File: src/rtl/dcbf_pkg.sv
// shared types, constants, coefficient table and sequencer program for the dc-blocked fir
`timescale 1ns / 1ps

package dcbf_pkg;

    localparam int Q_SHIFT    = 10;
    localparam int POLE_W     = 10;
    localparam logic [POLE_W-1:0] POLE_RESET = 10'd1022;
    localparam int OUT_W      = 21;
    localparam int OUT_DATA_W = 24;
    localparam int COEF_W     = 11;
    localparam int COEF_COUNT = 36;
    localparam int COEF_IW    = 6;

    // half of the symmetric low-pass, outermost tap first, centre tap last
    localparam logic signed [COEF_W-1:0] COEF_HALF [COEF_COUNT] = '{
        11'sd0,   11'sd2,   11'sd2,  -11'sd2,   11'sd0,   11'sd2,  -11'sd1,  -11'sd2,
        11'sd3,   11'sd0,  -11'sd4,   11'sd4,   11'sd3,  -11'sd7,   11'sd2,   11'sd7,
       -11'sd8,  -11'sd3,   11'sd12, -11'sd6,  -11'sd10,  11'sd16,  11'sd0,  -11'sd21,
        11'sd16,  11'sd13, -11'sd32,  11'sd8,   11'sd36, -11'sd42, -11'sd15,  11'sd79,
       -11'sd49, -11'sd108, 11'sd304, 11'sd631
    };

    // sequencer steps
    localparam int STEP_W = 3;
    localparam logic [STEP_W-1:0] STEP_WAIT   = 3'd0;
    localparam logic [STEP_W-1:0] STEP_BMUL   = 3'd1;
    localparam logic [STEP_W-1:0] STEP_BADD   = 3'd2;
    localparam logic [STEP_W-1:0] STEP_ISSUE  = 3'd3;
    localparam logic [STEP_W-1:0] STEP_DRAIN1 = 3'd4;
    localparam logic [STEP_W-1:0] STEP_DRAIN2 = 3'd5;
    localparam logic [STEP_W-1:0] STEP_FINISH = 3'd6;

    // jump conditions: move on to nxt when the condition holds, else stay
    localparam int COND_W = 2;
    localparam logic [COND_W-1:0] COND_ALWAYS   = 2'd0;
    localparam logic [COND_W-1:0] COND_IN_VALID = 2'd1;
    localparam logic [COND_W-1:0] COND_LAST     = 2'd2;
    localparam logic [COND_W-1:0] COND_OUT_FREE = 2'd3;

    typedef struct packed {
        logic              accept;
        logic              blk_mul;
        logic              blk_add;
        logic              issue;
        logic              finish;
        logic [COND_W-1:0] cond;
        logic [STEP_W-1:0] nxt;
    } ctrl_t;

    function automatic ctrl_t ucode(input logic [STEP_W-1:0] step);
        ctrl_t w;
        w = '0;
        w.cond = COND_ALWAYS;
        unique case (step)
            STEP_WAIT:
            begin
                w.accept = 1'b1;
                w.cond   = COND_IN_VALID;
                w.nxt    = STEP_BMUL;
            end
            STEP_BMUL:
            begin
                w.blk_mul = 1'b1;
                w.nxt     = STEP_BADD;
            end
            STEP_BADD:
            begin
                w.blk_add = 1'b1;
                w.nxt     = STEP_ISSUE;
            end
            STEP_ISSUE:
            begin
                w.issue = 1'b1;
                w.cond  = COND_LAST;
                w.nxt   = STEP_DRAIN1;
            end
            STEP_DRAIN1:
            begin
                w.nxt = STEP_DRAIN2;
            end
            STEP_DRAIN2:
            begin
                w.nxt = STEP_FINISH;
            end
            STEP_FINISH:
            begin
                w.finish = 1'b1;
                w.cond   = COND_OUT_FREE;
                w.nxt    = STEP_WAIT;
            end
            default:
            begin
                w.nxt = STEP_WAIT;
            end
        endcase
        return w;
    endfunction

    // coefficient by table position, zero outside the table
    function automatic logic signed [COEF_W-1:0] coef_at(input int k);
        logic signed [COEF_W-1:0] c;
        c = '0;
        if (k >= 0 && k < COEF_COUNT)
        begin
            c = COEF_HALF[k[COEF_IW-1:0]];
        end
        return c;
    endfunction

endpackage

File: src/rtl/dc_blocked_lowpass_fir_unit.sv
// dc blocker followed by a folded symmetric fir low-pass, run by a microcoded sequencer
//
// One sample in, one filtered sample out. A short program in a read-only table steps a
// small datapath: the blocker does the pole multiply, then the add and saturate, then one
// shared multiply-accumulate handles one folded tap pair per cycle, reading both taps of
// the pair from a dual-read delay-line ram. The next sample is taken only once the result
// of the last one is stored, so the pair loop through the shared multiplier sets the rate
// of items. A result waits in an output register while the next sample is taken, and the
// final step holds only if that register is still full. The delay line needs no clearing
// pass: a fill count makes taps never written read as zero.
`timescale 1ns / 1ps

module dc_blocked_lowpass_fir_unit #(
    parameter int TAPS        = 71,
    parameter int SAMPLE_BITS = 16
) (
    input  logic                                clk,
    input  logic                                rst_n,
    // configuration: pole_coefficient
    input  logic                                cfg_wr_en,
    input  logic [dcbf_pkg::POLE_W-1:0]         cfg_wr_data,
    // input stream, tdata: sample
    input  logic                                s_tvalid,
    output logic                                s_tready,
    input  logic [((SAMPLE_BITS+7)/8)*8-1:0]    s_tdata,
    // output stream, tdata: filtered
    output logic                                m_tvalid,
    input  logic                                m_tready,
    output logic [dcbf_pkg::OUT_DATA_W-1:0]     m_tdata
);

    import dcbf_pkg::*;

    localparam int BLK_W    = SAMPLE_BITS + 2;
    localparam int DEPTH    = TAPS - 1;
    localparam int AW       = $clog2(DEPTH);
    localparam int PAIRS    = (TAPS + 1) / 2;
    localparam int PW       = $clog2(PAIRS);
    localparam int WIN_W    = $clog2(TAPS);
    localparam int CW       = WIN_W + 1;
    localparam int FW       = $clog2(DEPTH + 1);
    localparam int CENTRE   = (TAPS - 1) / 2;
    localparam int KOFF     = COEF_COUNT - 1 - CENTRE;
    localparam int PB_W     = BLK_W + POLE_W + 1;
    localparam int PROD_W   = COEF_W + BLK_W + 1;
    localparam int TERM_W   = PROD_W - Q_SHIFT;
    localparam int ACC_RAW  = TERM_W + WIN_W;
    localparam int ACC_W    = (ACC_RAW > OUT_W) ? ACC_RAW : OUT_W + 1;
    localparam logic signed [BLK_W+1:0] BLK_HI = (BLK_W+2)'((1 << (BLK_W - 1)) - 1);
    localparam logic signed [BLK_W+1:0] BLK_LO = -BLK_HI - (BLK_W+2)'(1);
    localparam logic signed [ACC_W-1:0] OUT_HI = ACC_W'((1 << (OUT_W - 1)) - 1);
    localparam logic signed [ACC_W-1:0] OUT_LO = -OUT_HI - ACC_W'(1);

    // sequencer
    logic [STEP_W-1:0] step_reg;
    ctrl_t             ctrl;
    logic              cond_ok;

    // configuration and blocker state
    logic        [POLE_W-1:0]      pole_reg;
    logic signed [SAMPLE_BITS-1:0] last_sample_reg;
    logic signed [BLK_W-1:0]       last_blocked_reg;
    logic signed [SAMPLE_BITS:0]   diff_reg;
    logic signed [PB_W-1:0]        blk_prod_reg;
    logic signed [BLK_W-1:0]       blocked_reg;
    logic signed [BLK_W-1:0]       blocked_next;
    logic signed [BLK_W:0]         fb;
    logic signed [BLK_W+1:0]       blk_sum;
    logic signed [SAMPLE_BITS-1:0] sample;

    // delay line bookkeeping
    logic [AW-1:0] head_reg;
    logic [FW-1:0] fill_reg;
    logic [PW-1:0] pair_reg;
    logic [CW-1:0] win_a;
    logic [CW-1:0] win_b;
    logic [CW-1:0] head_ext;
    logic [CW-1:0] addr_a_full;
    logic [CW-1:0] addr_b_full;
    logic [AW-1:0] rd_addr_a;
    logic [AW-1:0] rd_addr_b;
    logic [BLK_W-1:0] rd_data_a;
    logic [BLK_W-1:0] rd_data_b;
    logic          ram_we;

    // mac pipeline
    logic                     s1_valid_reg;
    logic                     s1_first_reg;
    logic                     s1_single_reg;
    logic                     s1_va_reg;
    logic                     s1_vb_reg;
    logic signed [COEF_W-1:0] s1_coef_reg;
    logic                     s2_valid_reg;
    logic signed [PROD_W-1:0] mac_prod_reg;
    logic signed [BLK_W-1:0]  a_val;
    logic signed [BLK_W-1:0]  b_val;
    logic signed [BLK_W:0]    pair_sum;
    logic signed [TERM_W-1:0] term;
    logic signed [ACC_W-1:0]  acc_reg;
    logic signed [OUT_W-1:0]  acc_sat;

    // output register
    logic                    out_valid_reg;
    logic signed [OUT_W-1:0] out_data_reg;

    assign ctrl = ucode(step_reg);

    always_comb
    begin
        unique case (ctrl.cond)
            COND_ALWAYS:   cond_ok = 1'b1;
            COND_IN_VALID: cond_ok = s_tvalid;
            COND_LAST:     cond_ok = (pair_reg == PW'(PAIRS - 1));
            COND_OUT_FREE: cond_ok = !out_valid_reg || m_tready;
            default:       cond_ok = 1'b1;
        endcase
    end

    assign s_tready = ctrl.accept;
    assign sample   = s_tdata[SAMPLE_BITS-1:0];
    assign ram_we   = ctrl.finish && cond_ok;

    // blocker add and saturate
    assign fb      = blk_prod_reg[PB_W-1:Q_SHIFT];
    assign blk_sum = (BLK_W+2)'(fb) + (BLK_W+2)'(diff_reg);

    always_comb
    begin
        priority if (blk_sum > BLK_HI)
        begin
            blocked_next = BLK_HI[BLK_W-1:0];
        end
        else if (blk_sum < BLK_LO)
        begin
            blocked_next = BLK_LO[BLK_W-1:0];
        end
        else
        begin
            blocked_next = blk_sum[BLK_W-1:0];
        end
    end

    // tap i sits at head - i in the circular buffer, mirror tap at head - (TAPS-1-i)
    assign win_a    = CW'(pair_reg);
    assign win_b    = CW'(TAPS - 1) - win_a;
    assign head_ext = CW'(head_reg);
    assign addr_a_full = (win_a > head_ext) ? head_ext + CW'(DEPTH) - win_a : head_ext - win_a;
    assign addr_b_full = (win_b > head_ext) ? head_ext + CW'(DEPTH) - win_b : head_ext - win_b;
    assign rd_addr_a   = addr_a_full[AW-1:0];
    assign rd_addr_b   = addr_b_full[AW-1:0];

    dcbf_ram #(
        .WIDTH (BLK_W),
        .DEPTH (DEPTH)
    ) u_delay_ram (
        .clk       (clk),
        .wr_en     (ram_we),
        .wr_addr   (head_reg),
        .wr_data   (blocked_reg),
        .rd_addr_a (rd_addr_a),
        .rd_addr_b (rd_addr_b),
        .rd_data_a (rd_data_a),
        .rd_data_b (rd_data_b)
    );

    // newest tap comes from the blocker, taps not yet written read as zero
    assign a_val = s1_first_reg ? blocked_reg : (s1_va_reg ? $signed(rd_data_a) : '0);
    assign b_val = (s1_single_reg || !s1_vb_reg) ? '0 : $signed(rd_data_b);
    assign pair_sum = (BLK_W+1)'(a_val) + (BLK_W+1)'(b_val);
    assign term     = mac_prod_reg[PROD_W-1:Q_SHIFT];

    always_comb
    begin
        priority if (acc_reg > OUT_HI)
        begin
            acc_sat = OUT_HI[OUT_W-1:0];
        end
        else if (acc_reg < OUT_LO)
        begin
            acc_sat = OUT_LO[OUT_W-1:0];
        end
        else
        begin
            acc_sat = acc_reg[OUT_W-1:0];
        end
    end

    // control state
    always_ff @(posedge clk or negedge rst_n)
    begin
        if (!rst_n)
        begin
            step_reg         <= STEP_WAIT;
            pole_reg         <= POLE_RESET;
            last_sample_reg  <= '0;
            last_blocked_reg <= '0;
            head_reg         <= '0;
            fill_reg         <= '0;
            pair_reg         <= '0;
            s1_valid_reg     <= 1'b0;
            s2_valid_reg     <= 1'b0;
            out_valid_reg    <= 1'b0;
        end
        else
        begin
            if (cond_ok)
            begin
                step_reg <= ctrl.nxt;
            end
            if (cfg_wr_en)
            begin
                pole_reg <= cfg_wr_data;
            end
            if (ctrl.accept && s_tvalid)
            begin
                last_sample_reg <= sample;
            end
            if (ctrl.blk_mul)
            begin
                pair_reg <= '0;
            end
            else if (ctrl.issue && !cond_ok)
            begin
                pair_reg <= pair_reg + PW'(1);
            end
            s1_valid_reg <= ctrl.issue;
            s2_valid_reg <= s1_valid_reg;
            if (ram_we)
            begin
                out_valid_reg <= 1'b1;
            end
            else if (m_tready)
            begin
                out_valid_reg <= 1'b0;
            end
            if (ram_we)
            begin
                last_blocked_reg <= blocked_reg;
                head_reg         <= (head_reg == AW'(DEPTH - 1)) ? '0 : head_reg + AW'(1);
                if (fill_reg != FW'(DEPTH))
                begin
                    fill_reg <= fill_reg + FW'(1);
                end
            end
        end
    end

    // datapath
    always_ff @(posedge clk)
    begin
        if (ctrl.accept && s_tvalid)
        begin
            diff_reg <= (SAMPLE_BITS+1)'(sample) - (SAMPLE_BITS+1)'(last_sample_reg);
        end
        if (ctrl.blk_mul)
        begin
            blk_prod_reg <= $signed({1'b0, pole_reg}) * last_blocked_reg;
            acc_reg      <= '0;
        end
        if (ctrl.blk_add)
        begin
            blocked_reg <= blocked_next;
        end
        if (ctrl.issue)
        begin
            s1_first_reg  <= (pair_reg == '0);
            s1_single_reg <= (win_a == win_b);
            s1_va_reg     <= (win_a <= CW'(fill_reg));
            s1_vb_reg     <= (win_b <= CW'(fill_reg));
            s1_coef_reg   <= coef_at(KOFF + int'(pair_reg));
        end
        if (s1_valid_reg)
        begin
            mac_prod_reg <= s1_coef_reg * pair_sum;
        end
        if (s2_valid_reg)
        begin
            acc_reg <= acc_reg + ACC_W'(term);
        end
        if (ram_we)
        begin
            out_data_reg <= acc_sat;
        end
    end

    assign m_tvalid = out_valid_reg;
    assign m_tdata  = {{(OUT_DATA_W - OUT_W){1'b0}}, out_data_reg};

    // the mac pipeline is empty whenever a new sample can be taken or a result is stored
    assert property (@(posedge clk) disable iff (!rst_n)
        s_tready |-> (!s1_valid_reg && !s2_valid_reg))
        else $error("mac pipeline busy while taking a sample");

    assert property (@(posedge clk) disable iff (!rst_n)
        ctrl.finish |-> (!s1_valid_reg && !s2_valid_reg))
        else $error("result stored before the accumulation drained");

    assert property (@(posedge clk) disable iff (!rst_n)
        (fill_reg <= FW'(DEPTH)) && (head_reg <= AW'(DEPTH - 1)))
        else $error("delay line pointer or fill count out of range");

    // a held result is never overwritten
    assert property (@(posedge clk) disable iff (!rst_n)
        (out_valid_reg && !m_tready) |=> ($stable(out_data_reg) && out_valid_reg))
        else $error("pending result lost");

endmodule

File: src/rtl/dcbf_ram.sv
// generic ram: one write port, two registered read ports
`timescale 1ns / 1ps

module dcbf_ram #(
    parameter int WIDTH = 18,
    parameter int DEPTH = 70
) (
    input  logic                     clk,
    input  logic                     wr_en,
    input  logic [$clog2(DEPTH)-1:0] wr_addr,
    input  logic [WIDTH-1:0]         wr_data,
    input  logic [$clog2(DEPTH)-1:0] rd_addr_a,
    input  logic [$clog2(DEPTH)-1:0] rd_addr_b,
    output logic [WIDTH-1:0]         rd_data_a,
    output logic [WIDTH-1:0]         rd_data_b
);

    logic [WIDTH-1:0] mem [DEPTH];

    always_ff @(posedge clk)
    begin
        if (wr_en)
        begin
            mem[wr_addr] <= wr_data;
        end
        rd_data_a <= mem[rd_addr_a];
        rd_data_b <= mem[rd_addr_b];
    end

endmodule
File: config.mk
export PLATFORM = sky130hd
export DESIGN_NAME = dc_blocked_lowpass_fir_unit
export DESIGN_NICKNAME = d
export VERILOG_FILES = /design/src/rtl/dcbf_pkg.sv /design/src/rtl/dc_blocked_lowpass_fir_unit.sv /design/src/rtl/dcbf_ram.sv
export SDC_FILE = /design/constraint.sdc
export NUM_CORES = 2
export LEC_CHECK = 0
export BUFFER_PORTS_ARGS = -buffer_cell sky130_fd_sc_hd__buf_2
export CAP_MARGIN = 20
export CORE_MARGIN = 2
export CORE_UTILIZATION = 60
export DETAILED_ROUTE_END_ITERATION = 8
export GPL_ROUTABILITY_DRIVEN = 0
export HOLD_SLACK_MARGIN = 0.15
export MAX_ROUTING_LAYER = met4
export PLACE_DENSITY_LB_ADDON = 0.1
export SYNTH_ARGS = -nofsm -noshare
export SYNTH_HDL_FRONTEND = slang
export SYNTH_SLANG_ARGS = --single-unit
File: constraint.sdc
create_clock -name clk -period 15.75 [get_ports clk]
set_input_delay 1.575 -clock clk [delete_from_list [all_inputs] [get_ports clk]]
set_output_delay 1.575 -clock clk [all_outputs]
set_load 0.01 [all_outputs]
# Yosys cells after proc, flatten, opt, wreduce, memory -nomap -nowiden
# Memories as Yosys holds them, arrays and structs flattened. A register that Yosys moved wholly into a read port is not among the register bits.
# Cells that the tools add are included.
op_classes:
  n_addsub: 13
  n_mul: 2
  n_lt_le_gt_ge: 10
  eq_ne: 13
  muxes: 24
  n_bitwise: 1
  reduce_logical: 17
op_table:
  columns: ["cell", "count"]
  rows:
  - ["$mux W18", 4]
  - ["$mux W27", 2]
  - ["$mul A11 B19 Y30", 1]
  - ["$mul A11 B18 Y29", 1]
  - ["$add A27 B20 Y27", 1]
  - ["$gt A27 B21 Y1 const B", 1]
  - ["$lt A27 B21 Y1 const B", 1]
  - ["$mux W21", 1]
  - ["$mux W7", 3]
  - ["$add A19 B17 Y20", 1]
  - ["$gt A20 B18 Y1 const B", 1]
  - ["$lt A20 B18 Y1 const B", 1]
  - ["$add A18 B18 Y19", 1]
  - ["$pmux W3 S6", 1]
  - ["$sub A16 B16 Y17", 1]
  - ["$add A7 B1 Y7 const B", 2]
  - ["$sub A7 B6 Y7", 2]
  - ["$sub A7 B7 Y7", 2]
  - ["$mux W6", 2]
  - ["$eq A3 B3 Y1 const B", 3]
  - ["$mux W1", 9]
  - ["$eq A6 B8 Y1", 1]
  - ["$gt A8 B7 Y1", 1]
  - ["$le A8 B7 Y1", 1]
  - ["other kinds (25)", 36]
word_totals:
  regBits: 216
  ramBits: 1260
  rom_bits: 704
  memories: 2
memory_table:
  columns: ["name", "depth", "width", "rd", "rd_clocked_by_memory_dff", "write_ports", "line_no", "source"]
  rows:
  - ["u_delay_ram.mem", 70, 18, 2, 2, 1, "dcbf_ram.sv:18", "logic [WIDTH-1:0] mem [DEPTH];"]
  - ["(no name shown)", 64, 11, 1, 1, 0, "dcbf_pkg.sv:106", "c = COEF_HALF[k[COEF_IW-1:0]];"]

# Logic depth before layout (Yosys ltp)
logic_depth:
  depth_word: 8
  mapped_depth: 39
  depth_no_buf: 36

# Hierarchy
# A second synthesis with hierarchy kept.
unflattened:
  cells_unflattened: 6499
  area_unflattened_um2: 86566.8
by_module_without_submodules:
  columns: ["module", "instances", "cells_per_inst", "area_per_inst_um2", "seq_area_each_um2"]
  rows:
  - ["dcbf_ram", 1, 3697, 60028.8, 38557.0]
  - ["dc_blocked_lowpass_fir_unit", 1, 2802, 26538.0, 5846.9]

# Least setup slack after synthesis
# OpenSTA, ideal clock, no wires.
synth_path:
  path_kind: "reg-to-reg"
  from: "register blocked_reg[0]"
  to: "register mac_prod_reg[29] (data pin)"
  t_arrival_ps: 8289
  required_time_ps: 15488
  slack_ps: 7199
  path_stages_with_launch: 35
  path_buffers: 1
  period_less_slack_ps: 8551
  path_cell_list: "edfxtp_1 a22o_1 ha_1 inv_1 fa_1 nor2b_1 o21ai_0 a21boi_0 o21ai_0 a21oi_1 o21ai_0 a21boi_0 o21a_1 or3_1 clkbuf_1 nand3_1 fa_1 inv_1 fa_1 fa_1 fa_1 inv_1 fa_1 inv_1 ha_1 a21o_1 a21o_1 a21oi_1 o21ai_0 a21oi_1 o311ai_0 and2_1 a41o_1 o31ai_1 xnor2_1"
synth_via:
  elab_chain_len: 3
synth_rtl:
  columns: ["element", "line_no", "source"]
  rows:
  - ["start: declaration", "dc_blocked_lowpass_fir_unit.sv:65", "logic signed [BLK_W-1:0] blocked_reg;"]
  - ["start signal: assignment", "dc_blocked_lowpass_fir_unit.sv:262", "blocked_reg <= blocked_next;"]
  - ["$mux W18", "dc_blocked_lowpass_fir_unit.sv:167", "assign a_val = s1_first_reg ? blocked_reg : (s1_va_reg ? $signed(rd_data_a) : '0);"]
  - ["$add A18 B18 Y19", "dc_blocked_lowpass_fir_unit.sv:169", "assign pair_sum = (BLK_W+1)'(a_val) + (BLK_W+1)'(b_val);"]
  - ["$mul A11 B19 Y30", "dc_blocked_lowpass_fir_unit.sv:274", "mac_prod_reg <= s1_coef_reg * pair_sum;"]
  - ["end signal: assignment", "dc_blocked_lowpass_fir_unit.sv:274", null]
  - ["end: declaration", "dc_blocked_lowpass_fir_unit.sv:94", "logic signed [PROD_W-1:0] mac_prod_reg;"]
# Every way passes these cells.
# A chain may end at the register's enable or synchronous reset.

# Worst setup path after layout
layout_path:
  from: "register s1_first_reg"
  to: "register mac_prod_reg[29] (data pin)"
layout_via:
  elab_chain_len: 3
layout_rtl:
  columns: ["element", "line_no", "source"]
  rows:
  - ["start: declaration", "dc_blocked_lowpass_fir_unit.sv:88", "logic s1_first_reg;"]
  - ["start signal: assignment", "dc_blocked_lowpass_fir_unit.sv:266", "s1_first_reg <= (pair_reg == '0);"]
  - ["$mux W18", "dc_blocked_lowpass_fir_unit.sv:167", null]
  - ["$add A18 B18 Y19", "dc_blocked_lowpass_fir_unit.sv:169", null]
  - ["$mul A11 B19 Y30", "dc_blocked_lowpass_fir_unit.sv:274", null]
# Every way passes these cells.

==> impl_metrics.ini <==
[worst_setup_path]
critPathCaptureType = register
critPathArrivalTime_ps = 10270
path_class = register to register
slowest_stage = edfxtp_1
critPathLaunchType = register
cpMostUsedCell = fa_1
cp_max_fo = 20
required_ps = 16300
slowest_delay_ps = 760

[detailed_routing]
post_drt_wl_per_cell_um = 30.5
via_per_inst = 6.82
drcViolationCount = 0
vias = 57100
drtAntennaViolNets = 0
drtIter0Drc = 8379
first_pass_iters = 8
routed_wirelength_um = 255000

[timing]
finalMaxSlewViolations = 0
rsz0062_at_grt = false
fin_skew_ps = 29.0
hold_viol = 0
fin_tns_setup_ps = 0
finalCriticalPeriod_ps = 9720
max_freq_mhz = 103
setup_viol = 0
max_slew_margin_pct = 16.7
worst_slew_pin_slew_ps = 1250
period_share_pct = 61.7

[grt]
grt_util_all_layers_pct = 36.5
grt_antenna_before_repair = 7
grt_pass1_vias = 56700
grt-ovfl-total = 0
grt_start_max_net_pins = 151
grt_pass1_wl_um = 375000

[clock_network]
cts_buffer_depth = 3
clk_pin_slew_ps = 60
cts_hold_buffers = 0
post_cts_buffers = 0
ctsHtreeMaxLevel = 4
numCtsBuffers = 157
clk_latency_ps = 820
cts_tree = yes
cts_root_buffer = clkbuf_16
cts.sinks = 1502
cts_repair_resize_count = 0

[yosys]
synth-seq-cells = 1502
yosysWarnings = 0
synth_ff_type = edfxtp_1
synth_cells = 6377
netlist_area_um2 = 85600
synth_edf_count = 1396
async_flop_share_pct = 4.66
synth_cell_type_count = 74
syn-mean-instance-area_um2 = 13.4
ys_seq_area_share_pct = 51.9

[die]
fp.coreArea_um2 = 142000
dieWidth_um = 382
rows = 138
start_util_pct = 60.5
dieArea_um2 = 146000
die_h_um = 382
io_pins = 57

[finish]
largest_register_ffs = 1260
drive_above_1_share_pct = 16.3
syn2layout_area_growth_pct = 9.03
finalNonFillerCells = 8373
nNetsFinal = 6987

[status]
status = finished clean

[placement]
hpwlAfterDp_um = 160000
dp.cells = 8080
port_buffers = 53

[worst_hold_path]
hp-class = register to register

[run]
drv_cap = 0
-- per-layer routing --
metal	share of wire [%]	up-vias	routed length, µm	GRT usage [%]
li1	-	23500	-	-
met1	37	28800	94500	49.6
met2	45	3984	114000	52.5
met3	14	753	34600	10.1
met4	4.7	0	11900	14.6
met5	0	-	0	-
-- cells in the final DEF (no fill, tap or decap), drive strengths merged, types with 74 or more instances in the layout --
cell and n:
a21oi 206, a31oi 74, and2 226, buf 189, clkbuf 205, edfxtp 1396, fa 352, ha 252
inv 481, mux2i 129, mux4 514, nand2 888, nand3 151, nor2 263, nor3 91, o21ai 135
xnor2 106
-- metrics by stage --
step                      setup WS [ps]  area, µm²  hold slack, ps  util, %
final                              6030      93400             481     65.9
after global routing               5320      93400             498     65.9
after CTS                          5960      93300             478     65.9
after detailed placement           6090      88300             466     62.4
after global placement             6360      88300             465     62.4
after floorplan                    7200      85600             446        -
-- final timing paths --
| kind | from | end | slack [ps] | cells after the start |
|---|---|---|---|---|
| max in group asynchronous | rst_n | head_reg[2]$_DFFE_PN0P_ | 14050 | 2 |
| max | s1_first_reg$_DFFE_PP_ | mac_prod_reg[29]$_DFFE_PP_ | 6030 | 36 |
| max reg2reg | s1_first_reg$_DFFE_PP_ | mac_prod_reg[29]$_DFFE_PP_ | 6030 | 36 |
| min | fill_reg[6]$_DFFE_PN0P_ | fill_reg[6]$_DFFE_PN0P_ | 480 | 1 |
| min in group asynchronous | rst_n | last_sample_reg[15]$_DFFE_PN0P_ | 640 | 1 |
| min reg2reg | fill_reg[6]$_DFFE_PN0P_ | fill_reg[6]$_DFFE_PN0P_ | 480 | 1 |
-- synth_stat cells (all sizes together), types with 9 or more instances --
cell     count  area (µm²)
buf        121         563
fa         352        7050
nor4        20         125
a31oi       74         463
nand2      888        3330
nand3      151         756
a221oi      19         166
clkbuf     255         957
o21a        27         203
a311oi      16         140
xor2        34         298
a22o        16         140
or3         13        81.3
xnor2      106         928
nand4       20         125
nand2b      21         131
or4         12        90.1
a32oi       37         324
nor2       263         987
o22ai       48         300
o31ai       11        82.6
edfxtp    1396       41900
o21ai      135         676
a211oi      61         463
a21o        62         465
or2         11        68.8
mux2i      129        1290
mux2        13         146
mux4       514       11600
nor3        91         455
dfrtp       61        1530
and3        43         269
nor2b       43         269
and2       226        1410
dfstp        9         236
a21boi      16         120
inv        472        1770
ha         252        3150
o2111ai     21         184
a21oi      206        1030
dfxtp       36         721
a32o        10         100
-- area by class of cell --
class / count / area (µm²)
repair buffers: 190 / 1400
diodes: 8 / 20.0
inverters: 476 / 1790
fillers: 10100 / 48200
clock inverters: 78 / 749
clock buffers: 204 / 4220
multi-input cells: 4025 / 38400
well taps: 1890 / 2360
flip-flops and latches: 1502 / 44400
-- logic make-up after synthesis --
| kind of cell | share of synthesized area [%] |
|---|---|
| AOI/OAI and AO/OA | 6.11 |
| xor gates and xnor gates | 1.43 |
| adders and majority gates | 11.9 |
| buffers and inverters | 3.86 |
| DFF | 51.9 |
| muxes | 15.2 |
| other | 0.00438 |
| and+or+nand+nor | 9.64 |
-- critical path, delay by kind of cell (launching register included) --
kind,cells,cell delay [ps]
AO/OA/AOI/OAI,17,4090
XOR/XNOR,1,100
adder cells (fa/ha/maj),8,3250
buffers and inverters,6,760
flip-flops,1,760
AND/OR/NAND/NOR,4,530
Power is not shown: default switching activity piles up to over one toggle a cycle in this logic, so the estimate is an artifact.
